--- src/rtl/ssch_pkg.sv ---
// ----------------------------------------------------------------------------
// ssch_pkg
// Shared widths, status codes and sequencer states of the spike check and
// heal block.
// ----------------------------------------------------------------------------
package ssch_pkg;

	localparam int SAMPLE_W = 16;
	localparam int STATUS_W = 3;
	localparam int COUNT_W  = 7;

	localparam logic [STATUS_W-1:0] STAT_OK          = 3'd0;
	localparam logic [STATUS_W-1:0] STAT_UNSTABLE    = 3'd1;
	localparam logic [STATUS_W-1:0] STAT_TRIPLE_JUMP = 3'd2;
	localparam logic [STATUS_W-1:0] STAT_UNRETURNED  = 3'd3;
	localparam logic [STATUS_W-1:0] STAT_TAIL_UNRET  = 3'd4;
	localparam logic [STATUS_W-1:0] STAT_OVERFLOW    = 3'd5;

	typedef enum logic [1:0] {
		ST_LOAD,
		ST_SCAN,
		ST_TAIL,
		ST_EMIT
	} state_t;

endpackage

--- src/rtl/ssch_store.sv ---
// ----------------------------------------------------------------------------
// ssch_store
// Trace sample memory: one write port, one read port with registered data.
// ----------------------------------------------------------------------------
module ssch_store
	import ssch_pkg::*;
#(
	parameter int DEPTH  = 64,
	parameter int ADDR_W = 6
) (
	input  logic                       clk,
	input  logic                       we,
	input  logic [ADDR_W-1:0]          waddr,
	input  logic signed [SAMPLE_W-1:0] wdata,
	input  logic                       re,
	input  logic [ADDR_W-1:0]          raddr,
	output logic signed [SAMPLE_W-1:0] rdata
);

	logic signed [SAMPLE_W-1:0] mem_q [DEPTH];
	logic signed [SAMPLE_W-1:0] rdata_q;

	always_ff @(posedge clk) begin
		if (we) begin
			mem_q[waddr] <= wdata;
		end
	end

	always_ff @(posedge clk) begin
		if (re) begin
			rdata_q <= mem_q[raddr];
		end
	end

	assign rdata = rdata_q;

endmodule

--- src/rtl/sample_spike_check_and_heal.sv ---
// ----------------------------------------------------------------------------
// sample_spike_check_and_heal
// Loads a trace of signed samples, checks neighbour steps against
// max_difference, heals single spikes and emits the trace with its status.
//
// Input channel (in_valid / in_ready): one sample per beat, last marks the
// end of the trace. Samples are written to the trace memory, one per cycle.
// Samples beyond MAX_SAMPLES are dropped and the trace reports overflow.
// After the last beat the sequencer reads the memory once in order, keeps a
// four-sample window, writes healed samples back and resolves the tail; a scan
// error skips the tail, and traces that overflow or hold three samples or fewer
// skip both. Output channel (out_valid / out_ready): the stored samples, one per
// beat through a read stage and an output register; the final beat carries
// end_of_trace, status and repair_count. The scan and the emit share the single
// read port of the trace memory.
// in_ready is low while the trace is scanned or emitted; the next trace is
// taken once every read is issued and the read stage is empty. A stalled
// receiver holds the output register and stops further reads.
// Reset clears the sequencer, counters and output valid; max_difference
// returns to 120. The memory is not cleared.
// ----------------------------------------------------------------------------
module sample_spike_check_and_heal
	import ssch_pkg::*;
#(
	parameter int MAX_SAMPLES = 64
) (
	input  logic                       clk,
	input  logic                       arst_n,
	input  logic                       cfg_we,
	input  logic [15:0]                cfg_wdata,
	input  logic                       in_valid,
	output logic                       in_ready,
	input  logic signed [SAMPLE_W-1:0] sample,
	input  logic                       last,
	output logic                       out_valid,
	input  logic                       out_ready,
	output logic signed [SAMPLE_W-1:0] healed_sample,
	output logic                       end_of_trace,
	output logic [STATUS_W-1:0]        status,
	output logic [COUNT_W-1:0]         repair_count
);

	localparam int ADDR_W = $clog2(MAX_SAMPLES);
	localparam int CNT_W  = $clog2(MAX_SAMPLES + 1);
	localparam logic [CNT_W-1:0] MAX_CNT   = CNT_W'(MAX_SAMPLES);
	localparam logic [CNT_W-1:0] START_POS = CNT_W'(2);
	localparam logic [CNT_W-1:0] SCAN_POS  = CNT_W'(5);
	localparam logic [CNT_W-1:0] SHORT_MAX = CNT_W'(3);

	function automatic logic is_jump(input logic signed [SAMPLE_W-1:0] a,
	                                 input logic signed [SAMPLE_W-1:0] b,
	                                 input logic [15:0] limit);
		logic signed [SAMPLE_W:0] d;
		logic [SAMPLE_W:0]        mag;
		d   = {a[SAMPLE_W-1], a} - {b[SAMPLE_W-1], b};
		mag = d[SAMPLE_W] ? unsigned'(-d) : unsigned'(d);
		return mag > {1'b0, limit};
	endfunction

	function automatic logic signed [SAMPLE_W-1:0] average(
		input logic signed [SAMPLE_W-1:0] a,
		input logic signed [SAMPLE_W-1:0] b);
		logic signed [SAMPLE_W:0] s;
		s = {a[SAMPLE_W-1], a} + {b[SAMPLE_W-1], b};
		s = s + {{SAMPLE_W{1'b0}}, s[SAMPLE_W]};
		return s[SAMPLE_W:1];
	endfunction

	state_t                     state_q, state_d;
	logic [15:0]                max_diff_q;
	logic [CNT_W-1:0]           fill_q, n_q, rk_q, ek_q, arr_k_s1;
	logic                       ovf_q, arr_v_s1, stop_q;
	logic [1:0]                 skip_q;
	logic [STATUS_W-1:0]        status_q;
	logic [COUNT_W-1:0]         tally_q;
	logic signed [SAMPLE_W-1:0] w1_q, w2_q, w3_q;
	logic                       f12_q, f23_q;

	logic                       em_v_s1, em_last_s1;
	logic [STATUS_W-1:0]        em_status_s1;
	logic [COUNT_W-1:0]         em_count_s1;

	logic                       out_valid_q, out_last_q;
	logic signed [SAMPLE_W-1:0] out_sample_q;
	logic [STATUS_W-1:0]        out_status_q;
	logic [COUNT_W-1:0]         out_count_q;

	logic                       mem_we, mem_re;
	logic [ADDR_W-1:0]          mem_wa, mem_ra;
	logic signed [SAMPLE_W-1:0] mem_wd, mem_rd;

	logic                       in_fire, room;
	logic [CNT_W-1:0]           fill_next;
	logic                       ovf_next;
	logic                       fnew;
	logic signed [SAMPLE_W-1:0] avg_w13;
	logic                       decide, err_start, err_ret, err_trip, heal_now;
	logic                       scan_issue, scan_done;
	logic                       tail_ja, tail_fix;
	logic                       move, emit_issue;

	ssch_store #(
		.DEPTH  (MAX_SAMPLES),
		.ADDR_W (ADDR_W)
	) u_store (
		.clk   (clk),
		.we    (mem_we),
		.waddr (mem_wa),
		.wdata (mem_wd),
		.re    (mem_re),
		.raddr (mem_ra),
		.rdata (mem_rd)
	);

	// load side
	assign in_ready  = (state_q == ST_LOAD) && !em_v_s1;
	assign in_fire   = in_valid && in_ready;
	assign room      = fill_q < MAX_CNT;
	assign fill_next = room ? fill_q + CNT_W'(1) : fill_q;
	assign ovf_next  = ovf_q || !room;

	// scan window decisions
	assign fnew      = is_jump(w3_q, mem_rd, max_diff_q);
	assign avg_w13   = average(w1_q, w3_q);
	assign decide    = arr_v_s1 && (arr_k_s1 >= SCAN_POS) && !stop_q && (skip_q == 2'd0);
	assign err_start = arr_v_s1 && (arr_k_s1 == START_POS) && !stop_q && (f23_q || fnew);
	assign err_ret   = decide && f12_q && !f23_q;
	assign err_trip  = decide && f12_q && f23_q && fnew;
	assign heal_now  = decide && f12_q && f23_q && !fnew;
	assign scan_issue = (state_q == ST_SCAN) && (rk_q < n_q);
	assign scan_done  = arr_v_s1 && (arr_k_s1 == n_q - CNT_W'(1));

	// tail
	assign tail_ja  = is_jump(w1_q, w2_q, max_diff_q);
	assign tail_fix = f23_q;

	// emit side
	assign move       = em_v_s1 && (!out_valid_q || out_ready);
	assign emit_issue = (state_q == ST_EMIT) && (ek_q < n_q) && (!em_v_s1 || move);

	always_comb begin
		state_d = state_q;
		mem_we  = 1'b0;
		mem_wa  = fill_q[ADDR_W-1:0];
		mem_wd  = sample;
		mem_re  = 1'b0;
		mem_ra  = rk_q[ADDR_W-1:0];
		case (state_q)
			ST_LOAD: begin
				mem_we = in_fire && room;
				if (in_fire && last) begin
					if (ovf_next || fill_next <= SHORT_MAX) begin
						state_d = ST_EMIT;
					end else begin
						state_d = ST_SCAN;
					end
				end
			end
			ST_SCAN: begin
				mem_re = scan_issue;
				mem_we = heal_now;
				mem_wa = ADDR_W'(arr_k_s1 - CNT_W'(2));
				mem_wd = avg_w13;
				if (scan_done) begin
					if (stop_q || err_start || err_ret || err_trip) begin
						state_d = ST_EMIT;
					end else begin
						state_d = ST_TAIL;
					end
				end
			end
			ST_TAIL: begin
				mem_we  = tail_fix;
				mem_wa  = tail_ja ? ADDR_W'(n_q - CNT_W'(2)) : ADDR_W'(n_q - CNT_W'(1));
				mem_wd  = tail_ja ? avg_w13 : w2_q;
				state_d = ST_EMIT;
			end
			ST_EMIT: begin
				mem_re = emit_issue;
				mem_ra = ek_q[ADDR_W-1:0];
				if (emit_issue && (ek_q == n_q - CNT_W'(1))) begin
					state_d = ST_LOAD;
				end
			end
			default: begin
				state_d = ST_LOAD;
			end
		endcase
	end

	always_ff @(posedge clk or negedge arst_n) begin
		if (!arst_n) begin
			state_q <= ST_LOAD;
		end else begin
			state_q <= state_d;
		end
	end

	always_ff @(posedge clk or negedge arst_n) begin
		if (!arst_n) begin
			max_diff_q <= 16'd120;
		end else if (cfg_we) begin
			max_diff_q <= cfg_wdata;
		end
	end

	// trace control
	always_ff @(posedge clk or negedge arst_n) begin
		if (!arst_n) begin
			fill_q   <= '0;
			ovf_q    <= 1'b0;
			n_q      <= '0;
			rk_q     <= '0;
			ek_q     <= '0;
			arr_v_s1 <= 1'b0;
			arr_k_s1 <= '0;
			stop_q   <= 1'b0;
			skip_q   <= 2'd0;
			status_q <= STAT_OK;
			tally_q  <= '0;
		end else begin
			arr_v_s1 <= scan_issue;
			if (scan_issue) begin
				arr_k_s1 <= rk_q;
				rk_q     <= rk_q + CNT_W'(1);
			end
			if (in_fire) begin
				if (last) begin
					fill_q   <= '0;
					ovf_q    <= 1'b0;
					n_q      <= fill_next;
					rk_q     <= '0;
					ek_q     <= '0;
					stop_q   <= 1'b0;
					skip_q   <= 2'd0;
					tally_q  <= '0;
					status_q <= ovf_next ? STAT_OVERFLOW : STAT_OK;
				end else begin
					fill_q <= fill_next;
					ovf_q  <= ovf_next;
				end
			end
			if (state_q == ST_SCAN && arr_v_s1) begin
				if (skip_q != 2'd0 && arr_k_s1 >= SCAN_POS) begin
					skip_q <= skip_q - 2'd1;
				end
				if (err_start) begin
					stop_q   <= 1'b1;
					status_q <= STAT_UNSTABLE;
				end
				if (err_ret) begin
					stop_q   <= 1'b1;
					status_q <= STAT_UNRETURNED;
				end
				if (err_trip) begin
					stop_q   <= 1'b1;
					status_q <= STAT_TRIPLE_JUMP;
				end
				if (heal_now) begin
					skip_q  <= 2'd2;
					tally_q <= tally_q + COUNT_W'(1);
				end
			end
			if (state_q == ST_TAIL) begin
				if (tail_fix) begin
					tally_q <= tally_q + COUNT_W'(1);
				end else if (tail_ja) begin
					status_q <= STAT_TAIL_UNRET;
				end
			end
			if (emit_issue) begin
				ek_q <= ek_q + CNT_W'(1);
			end
		end
	end

	// sample window, shifted on each scan read beat
	always_ff @(posedge clk) begin
		if (state_q == ST_SCAN && arr_v_s1) begin
			w1_q  <= heal_now ? avg_w13 : w2_q;
			w2_q  <= w3_q;
			w3_q  <= mem_rd;
			f12_q <= f23_q;
			f23_q <= fnew;
		end
	end

	// read stage of the emit path
	always_ff @(posedge clk or negedge arst_n) begin
		if (!arst_n) begin
			em_v_s1 <= 1'b0;
		end else if (emit_issue) begin
			em_v_s1 <= 1'b1;
		end else if (move) begin
			em_v_s1 <= 1'b0;
		end
	end

	always_ff @(posedge clk) begin
		if (emit_issue) begin
			em_last_s1   <= (ek_q == n_q - CNT_W'(1));
			em_status_s1 <= status_q;
			em_count_s1  <= tally_q;
		end
	end

	// output register
	always_ff @(posedge clk or negedge arst_n) begin
		if (!arst_n) begin
			out_valid_q <= 1'b0;
		end else if (move) begin
			out_valid_q <= 1'b1;
		end else if (out_ready) begin
			out_valid_q <= 1'b0;
		end
	end

	always_ff @(posedge clk) begin
		if (move) begin
			out_sample_q <= mem_rd;
			out_last_q   <= em_last_s1;
			out_status_q <= em_last_s1 ? em_status_s1 : STAT_OK;
			out_count_q  <= em_last_s1 ? em_count_s1 : '0;
		end
	end

	assign out_valid     = out_valid_q;
	assign healed_sample = out_sample_q;
	assign end_of_trace  = out_last_q;
	assign status        = out_status_q;
	assign repair_count  = out_count_q;

endmodule
--- config.mk ---
export PLATFORM = sky130hd
export DESIGN_NAME = sample_spike_check_and_heal
export DESIGN_NICKNAME = d
export VERILOG_FILES = /design/src/rtl/ssch_pkg.sv /design/src/rtl/ssch_store.sv /design/src/rtl/sample_spike_check_and_heal.sv
export SDC_FILE = /design/constraint.sdc
export NUM_CORES = 2
export LEC_CHECK = 0
export ABC_CLOCK_PERIOD_IN_PS = 9400
export BUFFER_PORTS_ARGS = -buffer_cell sky130_fd_sc_hd__buf_2
export CORE_MARGIN = 4
export CORE_UTILIZATION = 35
export CTS_BUF_LIST = sky130_fd_sc_hd__clkbuf_16
export DETAILED_ROUTE_END_ITERATION = 7
export PLACE_DENSITY_LB_ADDON = 0.1
export SLEW_MARGIN = 30
export SYNTH_ARGS = -nofsm -noshare
export SYNTH_HDL_FRONTEND = slang
export SYNTH_HIERARCHICAL = 1
export SYNTH_SLANG_ARGS = --single-unit
--- constraint.sdc ---
create_clock -name clk -period 9.4 [get_ports clk]
set_input_delay 0.94 -clock clk [delete_from_list [all_inputs] [get_ports clk]]
set_output_delay 0.94 -clock clk [all_outputs]
set_load 0.05 [all_outputs]
Word level (Yosys, flattened, before mapping) --
Memories as Yosys holds them, arrays and structs flattened. A register that Yosys moved wholly into a read port is not among the register bits. Index checks and enable logic that the tools add are counted.
Storage, ports and cells: bits in registers 158, RAM bits 1024, logic and storage cells 163, memories kept 1
Cells by class: $add $sub $neg 14, $lt $le $gt $ge 7, equality and inequality tests 9, multiplexer cells 58, reductions and logical operators 47
Memory list:
- u_store.mem_q | depth 64, bits a word 16, rd ports 1, clocked after Yosys merged registers in 1, write ports 1, RTL line ssch_store.sv:20 | logic signed [SAMPLE_W-1:0] mem_q [DEPTH];
Operator list (number):
- $mux 7 | 14
- $gt 17x16->1 | 2
- $mux 17 | 2
- $neg 17->17 | 2
- $sub 16x16->17 | 2
- $mux 16 | 2
- $pmux 16 s2 | 1
- $mux 3 | 10
- $add 7x1->7 const B | 4
- $logic_and 1x1->1 | 23
- $mux 2 | 9
- $add 16x16->17 | 1
- $add 17x1->17 | 1
- $eq 7x7->1 | 2
- $lt 7x7->1 | 2
- $mux 1 | 14
- $mux 6 | 2
- $pmux 6 s2 | 1
- $sub 6x2->6 const B | 2
- $reduce_bool 2->1 | 5
- $logic_or 1x1->1 | 8
- $pmux 2 s4 | 1
- $eq 7x2->1 const B | 1
- $ge 7x3->1 const B | 1
- other kinds (14) | 23

Longest topological paths before layout --
word-level depth 13, gate-level depth with buffers 29, mapped depth without buffers 26

Cells and area by module --
Netlist, hierarchy kept.
By module, submodules not included:
- ssch_store | instances 1, cells an instance 1829, area an instance 40202.3 um^2
- sample_spike_check_and_heal | instances 1, cells an instance 1295, area an instance 11865.1 um^2

Worst setup path after synthesis --
Ideal clock, no wire load.
path type register to register, start point reg w1_q[0], end point mem u_store.mem_q[0][12] (data pin), setup time 729 ps, data arrival time 7054 ps, slack 1617 ps, cell stages (with the launch flop) 24, path buffers 2, cells stage by stage edfxtp_1 -> inv_1 -> ha_1 -> inv_1 -> fa_1 -> a211oi_2 -> o21ai_1 -> and3_4 -> o41ai_4 -> xnor2_1 -> or4_4 -> o31ai_1 -> xnor2_1 -> ha_1 -> a21o_1 -> a21oi_1 -> nand3_1 -> o21ai_0 -> o41a_1 -> buf_6 -> and2_4 -> buf_6 -> nor2_1 -> o32ai_1
On the way: longest elaborated chain between the ends 6, elaborated cells on any way between the ends 8, those cells by class add/sub (4); order compare (1); mux (3)
Ends and longest elaborated chain:
- from (decl) | RTL line sample_spike_check_and_heal.sv:76 | logic signed [SAMPLE_W-1:0] w1_q, w2_q, w3_q;
- from (signal assigned) | RTL line sample_spike_check_and_heal.sv:280 | w1_q <= heal_now ? avg_w13 : w2_q;
- $sub 16x16->17 | RTL line sample_spike_check_and_heal.sv:55 | d = {a[SAMPLE_W-1], a} - {b[SAMPLE_W-1], b};
- $neg 17->17 | RTL line sample_spike_check_and_heal.sv:56 | mag = d[SAMPLE_W] ? unsigned'(-d) : unsigned'(d);
- $mux 17 | RTL line sample_spike_check_and_heal.sv:56
- $gt 17x16->1 | RTL line sample_spike_check_and_heal.sv:57 | return mag > {1'b0, limit};
- $mux 16 | RTL line sample_spike_check_and_heal.sv:175 | mem_wd = tail_ja ? avg_w13 : w2_q;
- $pmux 16 s2 (*) | RTL line sample_spike_check_and_heal.sv:148 | case (state_q)
- named net mem_wd[12] | RTL line sample_spike_check_and_heal.sv:90 | logic signed [SAMPLE_W-1:0] mem_wd, mem_rd;
- to (decl) | RTL line ssch_store.sv:20
The timed path passes the listed nets; every way through them passes the cells marked *.

Final worst setup path --
start point reg w3_q[1], end point mem u_store.mem_q[22][3], enable pin
On the way: longest elaborated chain between the ends 9
Ends and longest elaborated chain:
- from (decl) | RTL line sample_spike_check_and_heal.sv:76
- from (signal assigned) | RTL line sample_spike_check_and_heal.sv:282 | w3_q <= mem_rd;
- $sub 16x16->17 (*) | RTL line sample_spike_check_and_heal.sv:55
- $neg 17->17 | RTL line sample_spike_check_and_heal.sv:56
- $mux 17 (*) | RTL line sample_spike_check_and_heal.sv:56
- $gt 17x16->1 (*) | RTL line sample_spike_check_and_heal.sv:57
- $logic_not 1->1 (*) | RTL line sample_spike_check_and_heal.sv:129 | assign heal_now = decide && f12_q && f23_q && !fnew;
- $logic_and 1x1->1 (*) | RTL line sample_spike_check_and_heal.sv:129
- $pmux 1 s3 (*) | RTL line sample_spike_check_and_heal.sv:148
- named net mem_we | RTL line sample_spike_check_and_heal.sv:88 | logic mem_we, mem_re;
- $mux 1 (*) | RTL line ssch_store.sv:24 | if (we) begin
- $mux 1 (implied by the code) (*) | RTL line ssch_store.sv:25 | mem_q[waddr] <= wdata;
Marks and branches as above.

==> load_flow_metrics.sql <==
INSERT INTO impl_metrics (metric_group, metric, value, unit) VALUES
('die', 'std_cell_rows', '141', ''),
('sta', 'setup_viol', '0', ''),
('worst_setup_path', 'regToRegStartpoint', 'w3_q[1]', ''),
('hold_path', 'holdCritPathClass', 'in2async', ''),
('synth', 'mean_instance_size_in_the_synthesized_netlist', '16.7', 'um2'),
('worst_setup_path', 'worst_setup_path_start_kind', 'register', ''),
('synth', 'synthCells', '3124', ''),
('clocking', 'cts_buffers', '137', ''),
('clocking', 'cts_htree_levels', '4', ''),
('placed_design', 'placed_cell_area', '0.0551', 'mm2'),
('clocking', 'post_cts.resized_instances', '0', ''),
('synth', 'post_synth_fa_ha_maj_area_fraction', '0.0278', ''),
('synth', 'ys.warnings.count', '6', ''),
('routing', 'via_count', '28700', ''),
('clocking', 'cts_setup_buffers', '0', ''),
('worst_setup_path', 'critical_path.reg2reg.endpoint', 'u_store/mem_q[22][3]', ''),
('sta', 'final.period_utilization', '0.874', ''),
('sta', 'worst_clock_skew', '0.0415', 'ns'),
('worst_setup_path', 'biggest_cell_delay_along_the_critical_path', '0.82', 'ns'),
('worst_setup_path', 'reg2reg_depth', '23', ''),
('placed_design', 'gp_routability_congestion', '0.859', ''),
('sta', 'final_critical_path_setup_slack', '1.18', 'ns'),
('job', 'count_of_maximum_capacitance_violations', '0', ''),
('synth', 'synthesized_area_fraction_occupied_by_xor_and_xnor_cells', '0.0173', ''),
('routing', 'firstDrtPassIters', '5', ''),
('run_status', 'status', 'finished clean', ''),
('power', 'totalPowerFinal', '10900', 'uW'),
('power', 'cell_leakage_power', '0.0206', 'uW'),
('finish', 'finalNetCount', '3462', ''),
('routing', 'vias_per_cell', '5.36', ''),
('clocking', 'clk_root_buffer_cell', 'sky130_fd_sc_hd__clkbuf_16', ''),
('die', 'floorplan.io_pins', '67', ''),
('worst_setup_path', 'crit_path_max_fanout', '16', ''),
('global_route', 'grt.total_usage', '0.181', ''),
('routing', 'drt_iter0_markers', '2070', ''),
('clocking', 'clock_path_buffers', '3', ''),
('synth', 'yosys_register_bits', '1198', ''),
('synth', 'synth_compound_area_frac', '0.0618', ''),
('finish', 'syn2layout_area_growth', '14.2', '%'),
('synth', 'synth_top_flop_cell', 'sky130_fd_sc_hd__edfxtp_1', ''),
('die', 'design.die.area', '0.155', 'mm2'),
('clocking', 'holdBufCountCts', '0', ''),
('die', 'start_util', '0.352', ''),
('synth', 'synth.area.mux_share', '0.123', ''),
('clocking', 'clock_insertion_delay_worst_skew', '0.76', 'ns'),
('sta', 'shortest_period_the_worst_path_allows', '8.22', 'ns'),
('placed_design', 'place.port_buffers', '66', ''),
('sta', 'fmax', '0.122', 'GHz'),
('worst_setup_path', 'arrival_time_worst_endpoint', '8.65', 'ns'),
('clocking', 'clkTransAtPathRegs', '0.06', 'ns'),
('clocking', 'tritoncts', 'done', ''),
('worst_setup_path', 'timing_worst_setup_path_type', 'reg2reg', ''),
('routing', 'detailed_route_drc_error_count', '0', ''),
('finish', 'drive_above_1_share', '0.204', ''),
('synth', 'ys_types', '89', ''),
('power', 'power_density', '184', 'mW/mm2'),
('worst_setup_path', 'critical_path_required', '9.83', 'ns'),
('worst_setup_path', 'reg2reg_setup_slack', '1.18', 'ns'),
('clocking', 'cts_sinks', '1198', ''),
('power', 'max-vdd-ir-drop', '0.000134', 'V'),
('worst_setup_path', 'cells_along_the_critical_path', 'ha_1 -> nor2b_1 -> o21a_1 -> o21ai_1 -> a2111oi_0 -> o311ai_0 -> and3_1 -> o2111ai_1 -> nand2_1 -> xnor2_1 -> ha_1 -> and4_1 -> nand3_1 -> o32ai_1 -> a31oi_1 -> nor3b_1 -> a22oi_1 -> and2_0 -> a21oi_1 -> nor2b_1 -> nand3_1 -> nor2_1 -> buf_4', ''),
('global_route', 'grt_start_max_net_pins', '112', ''),
('sta', 'slew-limit-headroom', '0.285', ''),
('routing', 'drt-wirelength-per-cell', '26.5', 'um'),
('synth', 'synth.cell_area', '0.0521', 'mm2'),
('sta', 'tightest_slew', '1.07', 'ns'),
('die', 'core_region', '0.148', 'mm2'),
('global_route', 'grt_pass1_vias', '29300', ''),
('die', 'dieWidth', '394', 'um'),
('sta', 'timing.hold.ws', '0.223', 'ns'),
('worst_setup_path', 'worstSetupEndpointType', 'register', '');
-- flip-flops by register name, summed over array words and instances, names as in the netlist, 2 cells and up --
name / flops
u_store/mem_q: 1024
healed_sample: 16
max_diff_q: 16
u_store/rdata: 16
w1_q: 16
w2_q: 16
w3_q: 16
arr_k_s1: 7
ek_q: 7
em_count_s1: 7
fill_q: 7
n_q: 7
repair_count: 7
rk_q: 7
tally_q: 7
em_status_s1: 3
status: 3
status_q: 3
skip_q: 2
state_q: 2
-- cells in the final DEF (no fill, tap or decap), drive strengths merged, types with 9 or more instances in the layout --
cell type  instances
nand3             55
clkbuf           138
inv              140
a311oi             9
nor4              12
edfxtp          1128
nand4             23
and4              10
ha               111
o21ai            102
xor2              38
a221oi            31
xnor2             65
o211ai             9
and3              15
a21o              25
or3               12
dfrtp             66
nand2b            18
nor2             186
clkinv            50
or2                9
a31oi             22
mux2i             90
mux2              38
a22oi             49
nand2            181
and2              24
nor2b             54
o21a              20
o31ai             17
a21oi             76
a211o             10
bufinv            10
buf              190
a22o              10
mux4             224
nor3              30
a211oi            21
-- Yosys cell counts (23+ instances only) --
cell | number | area (um2)
sky130_fd_sc_hd__o21ai_0 | 90 | 450
sky130_fd_sc_hd__dfrtp_1 | 66 | 1650
sky130_fd_sc_hd__edfxtp_1 | 1128 | 33900
sky130_fd_sc_hd__ha_1 | 111 | 1390
sky130_fd_sc_hd__a21oi_1 | 76 | 380
sky130_fd_sc_hd__nand2_1 | 180 | 676
sky130_fd_sc_hd__mux4_2 | 220 | 4950
sky130_fd_sc_hd__a221oi_1 | 24 | 210
sky130_fd_sc_hd__mux2i_1 | 90 | 901
sky130_fd_sc_hd__nor2b_1 | 54 | 338
sky130_fd_sc_hd__mux2_2 | 38 | 428
sky130_fd_sc_hd__inv_1 | 96 | 360
sky130_fd_sc_hd__buf_2 | 38 | 190
sky130_fd_sc_hd__nor2_1 | 184 | 691
sky130_fd_sc_hd__xnor2_1 | 65 | 569
sky130_fd_sc_hd__clkbuf_1 | 56 | 210
sky130_fd_sc_hd__xor2_1 | 38 | 333
sky130_fd_sc_hd__nand3_1 | 55 | 275
sky130_fd_sc_hd__nor3_1 | 30 | 150
sky130_fd_sc_hd__nand4_1 | 23 | 144
sky130_fd_sc_hd__a22oi_1 | 49 | 368
sky130_fd_sc_hd__a21o_1 | 25 | 188
-- cell families after synthesis --
logic type | after synthesis
DFF | 1198
and+or+nand+nor | 657
AOI/OAI and AO/OA | 461
muxes | 352
buffers and inverters | 239
adders and majority gates | 114
xor gates and xnor gates | 103
-- worst max-delay path by stage --
stage	startpoint	to	cells past startpoint
floorplan	w1_q[0]	u_store/mem_q[0][12]	23
global placement	w3_q[1]	u_store/mem_q[22][4]	23
detailed placement	w3_q[1]	u_store/mem_q[22][4]	23
CTS	w3_q[1]	u_store/mem_q[22][4]	23
global route	w3_q[1]	u_store/mem_q[22][1]	23
finish	w3_q[1]	u_store/mem_q[22][3]	23
-- per-stage QoR --
| step | util | instances |
|---|---|---|
| after CTS | 0.402 | 5344 |
| after global placement | 0.372 | 5091 |
| after detailed placement | 0.373 | 5099 |
| after global routing | 0.402 | 5346 |
| after floorplan | - | 3124 |
| final | 0.402 | 5348 |
-- per-layer routing --
| layer | vias to the layer above | global-route usage | part of all wire |
|---|---|---|---|
| met4 | 0 | 0.0588 | 0.031 |
| met1 | 14900 | 0.242 | 0.43 |
| li1 | 12800 | - | - |
| met3 | 192 | 0.0285 | 0.046 |
| met5 | - | 0 | 0 |
| met2 | 779 | 0.302 | 0.49 |
-- power breakdown --
group	switching (uW)	internal (uW)
Sequential	2.00	5760
Clock	2150	2960
Combinational	45.2	24.9
Total	2200	8740
-- worst max-delay path: cells and delay by family, from the launching register on --
family                     cells  cell delay (ns)
xor gates and xnor gates       1             0.15
AOI/OAI and AO/OA              9             3.23
DFF                            1             0.49
adders and majority gates      2             0.64
and+or+nand+nor               10             3.07
buffers and inverters          1             0.31
-- area by class of cell --
class	instances	area (um2)
multi-input cells	1687	15400
flip-flops and latches	1198	35600
inverters	96	360
repair buffers	190	1380
clock buffers	138	3450
fillers	13400	88400
diodes	2	5.00
well taps	1930	2410
clock inverters	107	852
Note: power is estimated with default switching activity, not from simulation.
